<file path="src/rtl/core/spd_pkg.sv">
// spd_pkg: shared constants and types for the stream packet deframer
// no dependencies; imported by the front, queue, back and top level

package spd_pkg;

	// default packet length in bytes, head byte included
	localparam int PACKET_BYTES_DEF = 20;

	// reset value of the head byte register
	localparam logic [7:0] HEAD_RESET = 8'hA0;

	// upper nibble that marks a good tail byte
	localparam logic [3:0] TAIL_NIBBLE = 4'hC;

	// configuration register map
	localparam int PADDR_W = 3;
	localparam logic REG_HEAD = 1'b0;

	// packet command handed from the front to the back
	typedef struct packed {
		logic [7:0] tail;
		logic       bank;
	} spd_cmd_t;

	// bank release from the back once its last read is issued
	typedef struct packed {
		logic valid;
		logic bank;
	} spd_rel_t;

endpackage

</file>
<file path="src/rtl/core/spd_in_if.sv">
// spd_in_if: byte stream channel into the deframer
// no dependencies

interface spd_in_if;
	logic       valid;
	logic       ready;
	logic [7:0] in_byte;

	modport source (output valid, output in_byte, input ready);
	modport sink (input valid, input in_byte, output ready);
endinterface

</file>
<file path="src/rtl/core/spd_out_if.sv">
// spd_out_if: packet byte channel out of the deframer
// no dependencies

interface spd_out_if;
	logic       valid;
	logic       ready;
	logic [7:0] data_byte;
	logic       last_of_packet;

	modport source (output valid, output data_byte, output last_of_packet, input ready);
	modport sink (input valid, input data_byte, input last_of_packet, output ready);
endinterface

</file>
<file path="src/rtl/core/spd_front.sv">
// spd_front: accepts raw bytes, tracks framing, writes payload into a bank
// depends on spd_pkg; feeds spd_queue and the payload memory in spd_back

module spd_front #(
	parameter int PACKET_BYTES = spd_pkg::PACKET_BYTES_DEF,
	localparam int CW = $clog2(PACKET_BYTES)
) (
	input  logic             clk,
	input  logic             arst_n,
	input  logic [7:0]       head_byte,
	input  logic             in_valid,
	output logic             in_ready,
	input  logic [7:0]       in_byte,
	output logic             wr_en,
	output logic             wr_bank,
	output logic [CW-1:0]    wr_ofs,
	output logic [7:0]       wr_data,
	output logic             push,
	output spd_pkg::spd_cmd_t push_cmd,
	input  logic             q_full,
	input  spd_pkg::spd_rel_t rel
);
	import spd_pkg::*;

	typedef enum logic [1:0] {
		PH_IDLE,
		PH_STORE,
		PH_TAIL
	} phase_t;

	phase_t        phase_q;
	logic [CW-1:0] cnt_q;
	logic          wb_q;
	logic [1:0]    busy_q;
	logic          fire;
	logic          tail_ok;
	logic          is_head;

	// stall while the write bank still holds a packet not yet read out, or on a tail while the queue is full
	always_comb begin
		unique case (phase_q)
			PH_STORE: in_ready = !busy_q[wb_q];
			PH_TAIL:  in_ready = !q_full;
			default:  in_ready = 1'b1;
		endcase
	end

	assign fire    = in_valid && in_ready;
	assign tail_ok = (in_byte[7:4] == TAIL_NIBBLE);
	assign is_head = (in_byte == head_byte);

	// payload write port
	assign wr_en   = fire && (phase_q == PH_STORE);
	assign wr_bank = wb_q;
	assign wr_ofs  = cnt_q - CW'(1);
	assign wr_data = in_byte;

	// packet command on a good tail
	assign push          = fire && (phase_q == PH_TAIL) && tail_ok;
	assign push_cmd.tail = in_byte;
	assign push_cmd.bank = wb_q;

	// framing state and bank ownership
	always_ff @(posedge clk or negedge arst_n) begin
		if (!arst_n) begin
			phase_q <= PH_IDLE;
			cnt_q   <= '0;
			wb_q    <= 1'b0;
			busy_q  <= 2'b00;
		end else begin
			if (rel.valid) begin
				busy_q[rel.bank] <= 1'b0;
			end
			if (push) begin
				busy_q[wb_q] <= 1'b1;
				wb_q         <= !wb_q;
			end
			if (fire) begin
				unique case (phase_q)
					PH_STORE: begin
						if (cnt_q == CW'(PACKET_BYTES - 1)) begin
							phase_q <= PH_TAIL;
						end else begin
							cnt_q <= cnt_q + CW'(1);
						end
					end
					PH_TAIL: begin
						if (tail_ok) begin
							phase_q <= PH_IDLE;
							cnt_q   <= '0;
						end else if (is_head) begin
							phase_q <= PH_STORE;
							cnt_q   <= CW'(1);
						end else begin
							phase_q <= PH_IDLE;
							cnt_q   <= '0;
						end
					end
					default: begin
						if (is_head) begin
							phase_q <= PH_STORE;
							cnt_q   <= CW'(1);
						end else begin
							phase_q <= PH_IDLE;
							cnt_q   <= '0;
						end
					end
				endcase
			end
		end
	end

endmodule

</file>
<file path="src/rtl/core/spd_queue.sv">
// spd_queue: two-entry command queue between front and back
// depends on spd_pkg

module spd_queue (
	input  logic              clk,
	input  logic              arst_n,
	input  logic              push,
	input  spd_pkg::spd_cmd_t push_cmd,
	output logic              full,
	input  logic              pop,
	output logic              not_empty,
	output spd_pkg::spd_cmd_t pop_cmd
);
	import spd_pkg::*;

	spd_cmd_t   ent_q [2];
	logic       wp_q;
	logic       rp_q;
	logic [1:0] cnt_q;
	logic       do_push;
	logic       do_pop;

	assign full      = (cnt_q == 2'd2);
	assign not_empty = (cnt_q != 2'd0);
	assign pop_cmd   = ent_q[rp_q];
	assign do_push   = push && !full;
	assign do_pop    = pop && not_empty;

	// entry storage
	always_ff @(posedge clk) begin
		if (do_push) begin
			ent_q[wp_q] <= push_cmd;
		end
	end

	// pointers and fill level
	always_ff @(posedge clk or negedge arst_n) begin
		if (!arst_n) begin
			wp_q  <= 1'b0;
			rp_q  <= 1'b0;
			cnt_q <= 2'd0;
		end else begin
			if (do_push) begin
				wp_q <= !wp_q;
			end
			if (do_pop) begin
				rp_q <= !rp_q;
			end
			unique case ({do_push, do_pop})
				2'b10:   cnt_q <= cnt_q + 2'd1;
				2'b01:   cnt_q <= cnt_q - 2'd1;
				default: cnt_q <= cnt_q;
			endcase
		end
	end

endmodule

</file>
<file path="src/rtl/core/spd_back.sv">
// spd_back: payload memory (two banks) and packet emitter
// depends on spd_pkg; takes commands from spd_queue, writes from spd_front

module spd_back #(
	parameter int PACKET_BYTES = spd_pkg::PACKET_BYTES_DEF,
	localparam int CW = $clog2(PACKET_BYTES),
	localparam int DEPTH = 2 * (PACKET_BYTES - 1),
	localparam int AW = $clog2(DEPTH)
) (
	input  logic              clk,
	input  logic              arst_n,
	input  logic              wr_en,
	input  logic              wr_bank,
	input  logic [CW-1:0]     wr_ofs,
	input  logic [7:0]        wr_data,
	input  logic              q_not_empty,
	input  spd_pkg::spd_cmd_t q_cmd,
	output logic              q_pop,
	output spd_pkg::spd_rel_t rel,
	output logic              out_valid,
	input  logic              out_ready,
	output logic [7:0]        data_byte,
	output logic              last_of_packet
);
	import spd_pkg::*;

	logic [7:0]    mem [DEPTH];
	logic [AW-1:0] waddr;
	logic [AW-1:0] raddr;

	logic          active_q;
	logic [CW-1:0] idx_q;
	logic          bank_q;
	logic [7:0]    tail_q;

	logic          out_valid_s2;
	logic          sel_tail_s2;
	logic          last_s2;
	logic [7:0]    tail_s2;
	logic [7:0]    rd_s2;

	logic          load;
	logic          issue;
	logic          final_beat;

	assign waddr = wr_bank ? (AW'(PACKET_BYTES - 1) + AW'(wr_ofs)) : AW'(wr_ofs);
	assign raddr = bank_q ? (AW'(PACKET_BYTES - 1) + AW'(idx_q - CW'(1)))
	                      : AW'(idx_q - CW'(1));

	assign load       = !out_valid_s2 || out_ready;
	assign issue      = active_q && load;
	assign final_beat = (idx_q == CW'(PACKET_BYTES - 1));
	assign q_pop      = !active_q && q_not_empty;

	assign rel.valid = issue && final_beat;
	assign rel.bank  = bank_q;

	// payload memory, registered read into the output stage
	always_ff @(posedge clk) begin
		if (wr_en) begin
			mem[waddr] <= wr_data;
		end
		if (issue) begin
			rd_s2   <= mem[raddr];
			tail_s2 <= tail_q;
		end
	end

	// emit sequencer and output register
	always_ff @(posedge clk or negedge arst_n) begin
		if (!arst_n) begin
			active_q     <= 1'b0;
			idx_q        <= '0;
			bank_q       <= 1'b0;
			tail_q       <= '0;
			out_valid_s2 <= 1'b0;
			sel_tail_s2  <= 1'b0;
			last_s2      <= 1'b0;
		end else begin
			if (q_pop) begin
				active_q <= 1'b1;
				idx_q    <= '0;
				bank_q   <= q_cmd.bank;
				tail_q   <= q_cmd.tail;
			end
			if (issue) begin
				out_valid_s2 <= 1'b1;
				sel_tail_s2  <= (idx_q == '0);
				last_s2      <= final_beat;
				if (final_beat) begin
					active_q <= 1'b0;
				end else begin
					idx_q <= idx_q + CW'(1);
				end
			end else if (load) begin
				out_valid_s2 <= 1'b0;
			end
		end
	end

	assign out_valid      = out_valid_s2;
	assign data_byte      = sel_tail_s2 ? tail_s2 : rd_s2;
	assign last_of_packet = last_s2;

endmodule

</file>
<file path="src/rtl/core/stream_packet_deframer_unit.sv">
// stream_packet_deframer_unit: top level of the stream packet deframer
// depends on spd_pkg, spd_in_if, spd_out_if, spd_front, spd_queue, spd_back
//
//   channel     dir  payload                       beat when
//   in_stream   in   in_byte[7:0]                  valid && ready
//   out_stream  out  data_byte[7:0], last_of_packet valid && ready
//   apb         in   head_byte at paddr 0          psel && penable && pwrite
//
// input takes one byte a cycle; it stalls only while a payload byte would go
// into the bank whose packet is still queued or being emitted, or a tail meets a full queue
// output gives PACKET_BYTES beats per packet, one beat a cycle within a packet while
// the receiver is ready, from the single read port of the payload memory; an accepted
// tail goes through the queue, the emitter command registers and the output register
// before its first beat shows; arst_n clears framing, bank ownership, queue and output;
// the memory needs no clear; each side stalls on its own: the command queue and two banks sit between them

module stream_packet_deframer_unit #(
	parameter int PACKET_BYTES = spd_pkg::PACKET_BYTES_DEF
) (
	input  logic                        clk,
	input  logic                        arst_n,
	spd_in_if.sink                      in_stream,
	spd_out_if.source                   out_stream,
	input  logic                        psel,
	input  logic                        penable,
	input  logic                        pwrite,
	input  logic [spd_pkg::PADDR_W-1:0] paddr,
	input  logic [31:0]                 pwdata,
	output logic [31:0]                 prdata,
	output logic                        pready
);
	import spd_pkg::*;

	localparam int CW = $clog2(PACKET_BYTES);

	logic [7:0]    head_q;
	logic          wr_en;
	logic          wr_bank;
	logic [CW-1:0] wr_ofs;
	logic [7:0]    wr_data;
	logic          push;
	spd_cmd_t      push_cmd;
	logic          q_full;
	logic          q_pop;
	logic          q_not_empty;
	spd_cmd_t      q_cmd;
	spd_rel_t      rel;

	// configuration register
	assign pready = 1'b1;
	assign prdata = (paddr[2] == REG_HEAD) ? {24'd0, head_q} : 32'd0;

	always_ff @(posedge clk or negedge arst_n) begin
		if (!arst_n) begin
			head_q <= HEAD_RESET;
		end else if (psel && penable && pwrite && pready && (paddr[2] == REG_HEAD)) begin
			head_q <= pwdata[7:0];
		end
	end

	spd_front #(
		.PACKET_BYTES(PACKET_BYTES)
	) u_front (
		.clk      (clk),
		.arst_n   (arst_n),
		.head_byte(head_q),
		.in_valid (in_stream.valid),
		.in_ready (in_stream.ready),
		.in_byte  (in_stream.in_byte),
		.wr_en    (wr_en),
		.wr_bank  (wr_bank),
		.wr_ofs   (wr_ofs),
		.wr_data  (wr_data),
		.push     (push),
		.push_cmd (push_cmd),
		.q_full   (q_full),
		.rel      (rel)
	);

	spd_queue u_queue (
		.clk      (clk),
		.arst_n   (arst_n),
		.push     (push),
		.push_cmd (push_cmd),
		.full     (q_full),
		.pop      (q_pop),
		.not_empty(q_not_empty),
		.pop_cmd  (q_cmd)
	);

	spd_back #(
		.PACKET_BYTES(PACKET_BYTES)
	) u_back (
		.clk           (clk),
		.arst_n        (arst_n),
		.wr_en         (wr_en),
		.wr_bank       (wr_bank),
		.wr_ofs        (wr_ofs),
		.wr_data       (wr_data),
		.q_not_empty   (q_not_empty),
		.q_cmd         (q_cmd),
		.q_pop         (q_pop),
		.rel           (rel),
		.out_valid     (out_stream.valid),
		.out_ready     (out_stream.ready),
		.data_byte     (out_stream.data_byte),
		.last_of_packet(out_stream.last_of_packet)
	);

endmodule

</file>
<file path="src/flat_wrapper.sv">
// flat-port wrapper written by rule: the top's interface ports become plain ports
module stream_packet_deframer_unit_flat import spd_pkg::*;
#(
	parameter int PACKET_BYTES = spd_pkg::PACKET_BYTES_DEF
)
  (clk, arst_n, psel, penable, pwrite, paddr, pwdata, prdata, pready, in_stream_valid, in_stream_in_byte, in_stream_ready, out_stream_valid, out_stream_data_byte, out_stream_last_of_packet, out_stream_ready);
  spd_in_if in_stream_i ();
  spd_out_if out_stream_i ();
  input  logic clk;
  input  logic arst_n;
  input  logic psel;
  input  logic penable;
  input  logic pwrite;
  input  logic [spd_pkg::PADDR_W-1:0] paddr;
  input  logic [31:0] pwdata;
  output logic [31:0] prdata;
  output logic pready;
  input wire logic [$bits(in_stream_i.valid)-1:0] in_stream_valid;
  input wire logic [$bits(in_stream_i.in_byte)-1:0] in_stream_in_byte;
  output wire logic [$bits(in_stream_i.ready)-1:0] in_stream_ready;
  output wire logic [$bits(out_stream_i.valid)-1:0] out_stream_valid;
  output wire logic [$bits(out_stream_i.data_byte)-1:0] out_stream_data_byte;
  output wire logic [$bits(out_stream_i.last_of_packet)-1:0] out_stream_last_of_packet;
  input wire logic [$bits(out_stream_i.ready)-1:0] out_stream_ready;
  assign in_stream_i.valid = in_stream_valid;
  assign in_stream_i.in_byte = in_stream_in_byte;
  assign in_stream_ready = in_stream_i.ready;
  assign out_stream_valid = out_stream_i.valid;
  assign out_stream_data_byte = out_stream_i.data_byte;
  assign out_stream_last_of_packet = out_stream_i.last_of_packet;
  assign out_stream_i.ready = out_stream_ready;
  stream_packet_deframer_unit #(.PACKET_BYTES(PACKET_BYTES)) u_core (.clk(clk), .arst_n(arst_n), .in_stream(in_stream_i), .out_stream(out_stream_i), .psel(psel), .penable(penable), .pwrite(pwrite), .paddr(paddr), .pwdata(pwdata), .prdata(prdata), .pready(pready));
endmodule
</file>
<file path="config.mk">
export PLATFORM = sky130hd
export DESIGN_NAME = stream_packet_deframer_unit_flat
export DESIGN_NICKNAME = d
export VERILOG_FILES = /design/src/rtl/core/spd_pkg.sv /design/src/rtl/core/spd_in_if.sv /design/src/rtl/core/spd_out_if.sv /design/src/rtl/core/spd_front.sv /design/src/rtl/core/spd_queue.sv /design/src/rtl/core/spd_back.sv /design/src/rtl/core/stream_packet_deframer_unit.sv /design/src/flat_wrapper.sv
export SDC_FILE = /design/constraint.sdc
export NUM_CORES = 1
export LEC_CHECK = 0
export ABC_AREA = 1
export BUFFER_PORTS_ARGS = -buffer_cell sky130_fd_sc_hd__buf_2
export CAP_MARGIN = 20
export CORE_UTILIZATION = 55
export DETAILED_ROUTE_END_ITERATION = 7
export PLACE_DENSITY = 0.73
export SETUP_SLACK_MARGIN = 0.4
export SYNTH_ARGS = -nofsm -noshare
export SYNTH_HDL_FRONTEND = slang
export SYNTH_SLANG_ARGS = --single-unit
</file>
<file path="constraint.sdc">
create_clock -name clk -period 3.3 [get_ports clk]
set_input_delay 0.825 -clock clk [delete_from_list [all_inputs] [get_ports clk]]
set_output_delay 0.825 -clock clk [all_outputs]
set_load 0.01 [all_outputs]
</file>
==> reports/summary.txt <==
Count of cell types in the netlist -> 43
Most frequent cell after synthesis -> nand3_1
CTS tree -> yes
Yosys warns -> 0
CP required -> 3570 ps
Initial DRC Count -> 1210
Setup crit start kind -> flip-flop
Tightest Pin Transition -> 884 ps
Cell area after synthesis -> 16600 um^2
Largest net degree at the start of global routing -> 81
Nets -> 1635
Slew Viols, Final -> 0
Num ports -> 94
Deepest level of the CTS H-tree -> 2
Commonest cells in the netlist -> nand3_1, nand2_1, edfxtp_1, nor2_1, inv_1
FFs w/ async S/R, synth -> 0.106
Minimum clock period -> 2720 ps
Vias in the first global route -> 10400
Die area -> 30900 um^2
Root Buffer -> clkbuf_16
Seq/Total Area, Yosys -> 0.671
Critical path cell sequence -> inv_1 > ha_1 > inv_1 > nor2_2 > inv_1 > nand2_2 > buf_16 > nand3_1 > nand3_1 > nand3_1 > nand3_1 > nand2_1 > nand2_1 > nand2_1
Post-Syn Instances -> 1501
R2R depth -> 14
Slew headroom -> 0.411
Critical path startpoint -> u_core.u_back.idx_q[1]
Die Y -> 176 um
Worst r2r src -> u_core.u_back.idx_q[1]
Pwr dens -> 865 nW/um^2
Leakage power -> 0.00720 uW
Cell accounting for the most synthesized area -> edfxtp_1
Post-route clock period utilization -> 0.824
Crit path max-delay cell type -> dfrtp_2
Fmax -> 0.368 GHz
WL per Instance -> 19.2 um
Vias per cell -> 5.69
Avg Cell Area, Syn -> 11.1 um^2
RSZ-0062 raised after global routing -> yes
Clock power share -> 0.255
Number of diodes -> 0
Yosys top cell area share -> 0.611
Worst VDD drop -> 0.605 mV
Endpoints failing hold -> 0
Reg2Reg Setup Slack -> 580 ps
Drt drc -> 0
CTS Buf Count -> 38
CP Capture Type -> flip-flop
Int Pwr -> 9840 uW
Synthesized flop and latch total -> 378
Crit path kind -> flip-flop to flip-flop
Status -> completed
CP dominant cell by count -> nand3_1
Comb pwr share -> 0.395
# setup viols final -> 0
Via count -> 11300
Clock Latency Late Sink -> 530 ps
Port Buf Inserts -> 42
Layout cell share with drive strength beyond 1 -> 0.127
Reg clk slew, reported paths -> 60 ps
Area Growth Syn to Fin -> 12.4%
Critical Path End -> u_core.u_back.rd_s2[4]
Worst Path Max Fanout -> 40
Post-DP HPWL -> 22200 um
First-pass GRT wire length -> 58200 um
Sw frac -> 0.391
Sequential Power Share -> 0.350
DIE WIDTH -> 176 um
Min-delay worst type -> primary input to asynchronous set/reset pin
Row Count -> 63
Setup_tns -> 0 ps
Initial antenna violation count -> 0
Placed inst area -> 17400 um^2
Total Wirelength -> 38200 um
Gr usage total -> 0.248
Remaining antenna violation count -> 0
Total of max-cap violations -> 0
R2r endpoint -> u_core.u_back.rd_s2[4]
Switching power total -> 6320 uW
Global route overflow -> 0
Critical Path AT -> 2990 ps
Initial Util -> 0.559
Number of enable flip-flop cells after synthesis -> 338
Fin area -> 18700 um^2
Top post-synthesis cells by area -> edfxtp_1, nand3_1, nand2_1
Core area -> 29700 um^2
CTS Buffer Depth -> 3
Pre-antenna DRT Iters -> 6
Worst Skew -> 9.68 ps
Predominant post-synthesis flop cell -> edfxtp_1
GP Congestion -> 0.873
CTS sink count -> 378
Max incr delay on CP -> 420 ps
-- sequential cells by signal, indices dropped and copies added, names as in the netlist, 2 cells and up --
name                    flops
u_core.head_q               8
u_core.u_back.idx_q         5
u_core.u_back.mem         304
u_core.u_back.rd_s2         8
u_core.u_back.tail_q        8
u_core.u_back.tail_s2       8
u_core.u_front.busy_q       2
u_core.u_front.cnt_q        5
u_core.u_front.phase_q      2
u_core.u_queue.cnt_q        2
u_core.u_queue.ent_q       18
-- power by group through the flow --
| stage | combinational (uW) | clock (uW) | sequential [uW] |
|---|---|---|---|
| after floorplan | 4370 | 0 | 5660 |
| after global placement | 6030 | 0 | 5750 |
| final | 6380 | 4120 | 5660 |
| after global routing | 6950 | 4350 | 5680 |
| after CTS | 6190 | 4170 | 5660 |
| after detailed placement | 6150 | 0 | 5760 |
-- area by class of cell --
type	count	area (um^2)
Fill cell	2202	11000
Multi-Input combinational cell	976	4700
Clock buffer	52	1130
Sequential cell	378	11200
Clock inverter	16	80.1
Inverter	65	246
Timing Repair Buffer	113	868
Tap cell	390	488
-- layer usage --
metal | share of wire | GRT usage | vias to the layer above
met2 | 0.48 | 0.397 | 532
met3 | 0.088 | 0.0470 | 83
met4 | 0.031 | 0.0902 | 0
met1 | 0.40 | 0.341 | 5384
met5 | 0 | 0 | -
li1 | - | - | 5328
-- kinds of logic after synthesis --
group	count (synthesis)	share of synthesized area
simple gates	837	0.223
compound gates	72	0.0239
buf+inv	170	0.0521
xor+xnor	22	0.0148
fa+ha+maj	13	0.00979
mux	7	0.00459
flops	378	0.671
other cells	2	0.000452
-- worst min-delay path by stage --
stage                                           to  cells after the start
final                          u_core.u_queue.wp_q                      1
after global routing      u_core.u_back.tail_s2[7]                      0
after CTS                  u_core.u_back.tail_q[4]                      1
after detailed placement  u_core.u_back.tail_s2[5]                      0
after global placement    u_core.u_back.tail_s2[2]                      0
after floorplan           u_core.u_back.tail_s2[0]                      0
-- cells in the final DEF, fill, tap and decap left out, drive strengths merged --
master and n:
a31oi 10, clkbuf 53, edfxtp 338, o31ai 1, xor2 10, nand3 349, xnor2 12, a22oi 1
a21oi 19, dfstp 2, nor3 6, dfrtp 38, conb 25, o21a 1, clkinvlp 1, inv 63
o21ai 35, clkinv 17, o22ai 1, nand4 8, a31o 2, mux2i 2, mux2 5, nor2 113
buf 112, nand3b 9, o211ai 2, ha 13, nand2 352
-- what timing repair did --
action | in CTS | in global routing
setup buffers | 0 | 3
hold endpoints to repair | 0 | 0
endpoints found under the setup margin | 1 | 36
resized for setup | 1 | 4
cloned | 0 | 1
hold buffers | 0 | 0
-- critical path, delay by kind of cell, from the launching register on --
| family | cells | cell delay, ps |
|---|---|---|
| DFF | 1 | 420 |
| buffers and inverters | 4 | 490 |
| and+or+nand+nor | 9 | 1200 |
| adders and majority gates | 1 | 310 |
-- per-stage QoR --
stage | utilization | hold slack, ps | power, uW | setup slack [ps] | cells
floorplan | - | 426 | 10000 | 986 | 1524
global placement | 0.586 | 435 | 11800 | 520 | 1918
detailed placement | 0.586 | 430 | 11900 | 447 | 1918
CTS | 0.626 | 446 | 16000 | 501 | 1986
global route | 0.628 | 463 | 17000 | 365 | 1990
finish | 0.628 | 419 | 16200 | 580 | 1990
(Power assumes the default switching activity.)
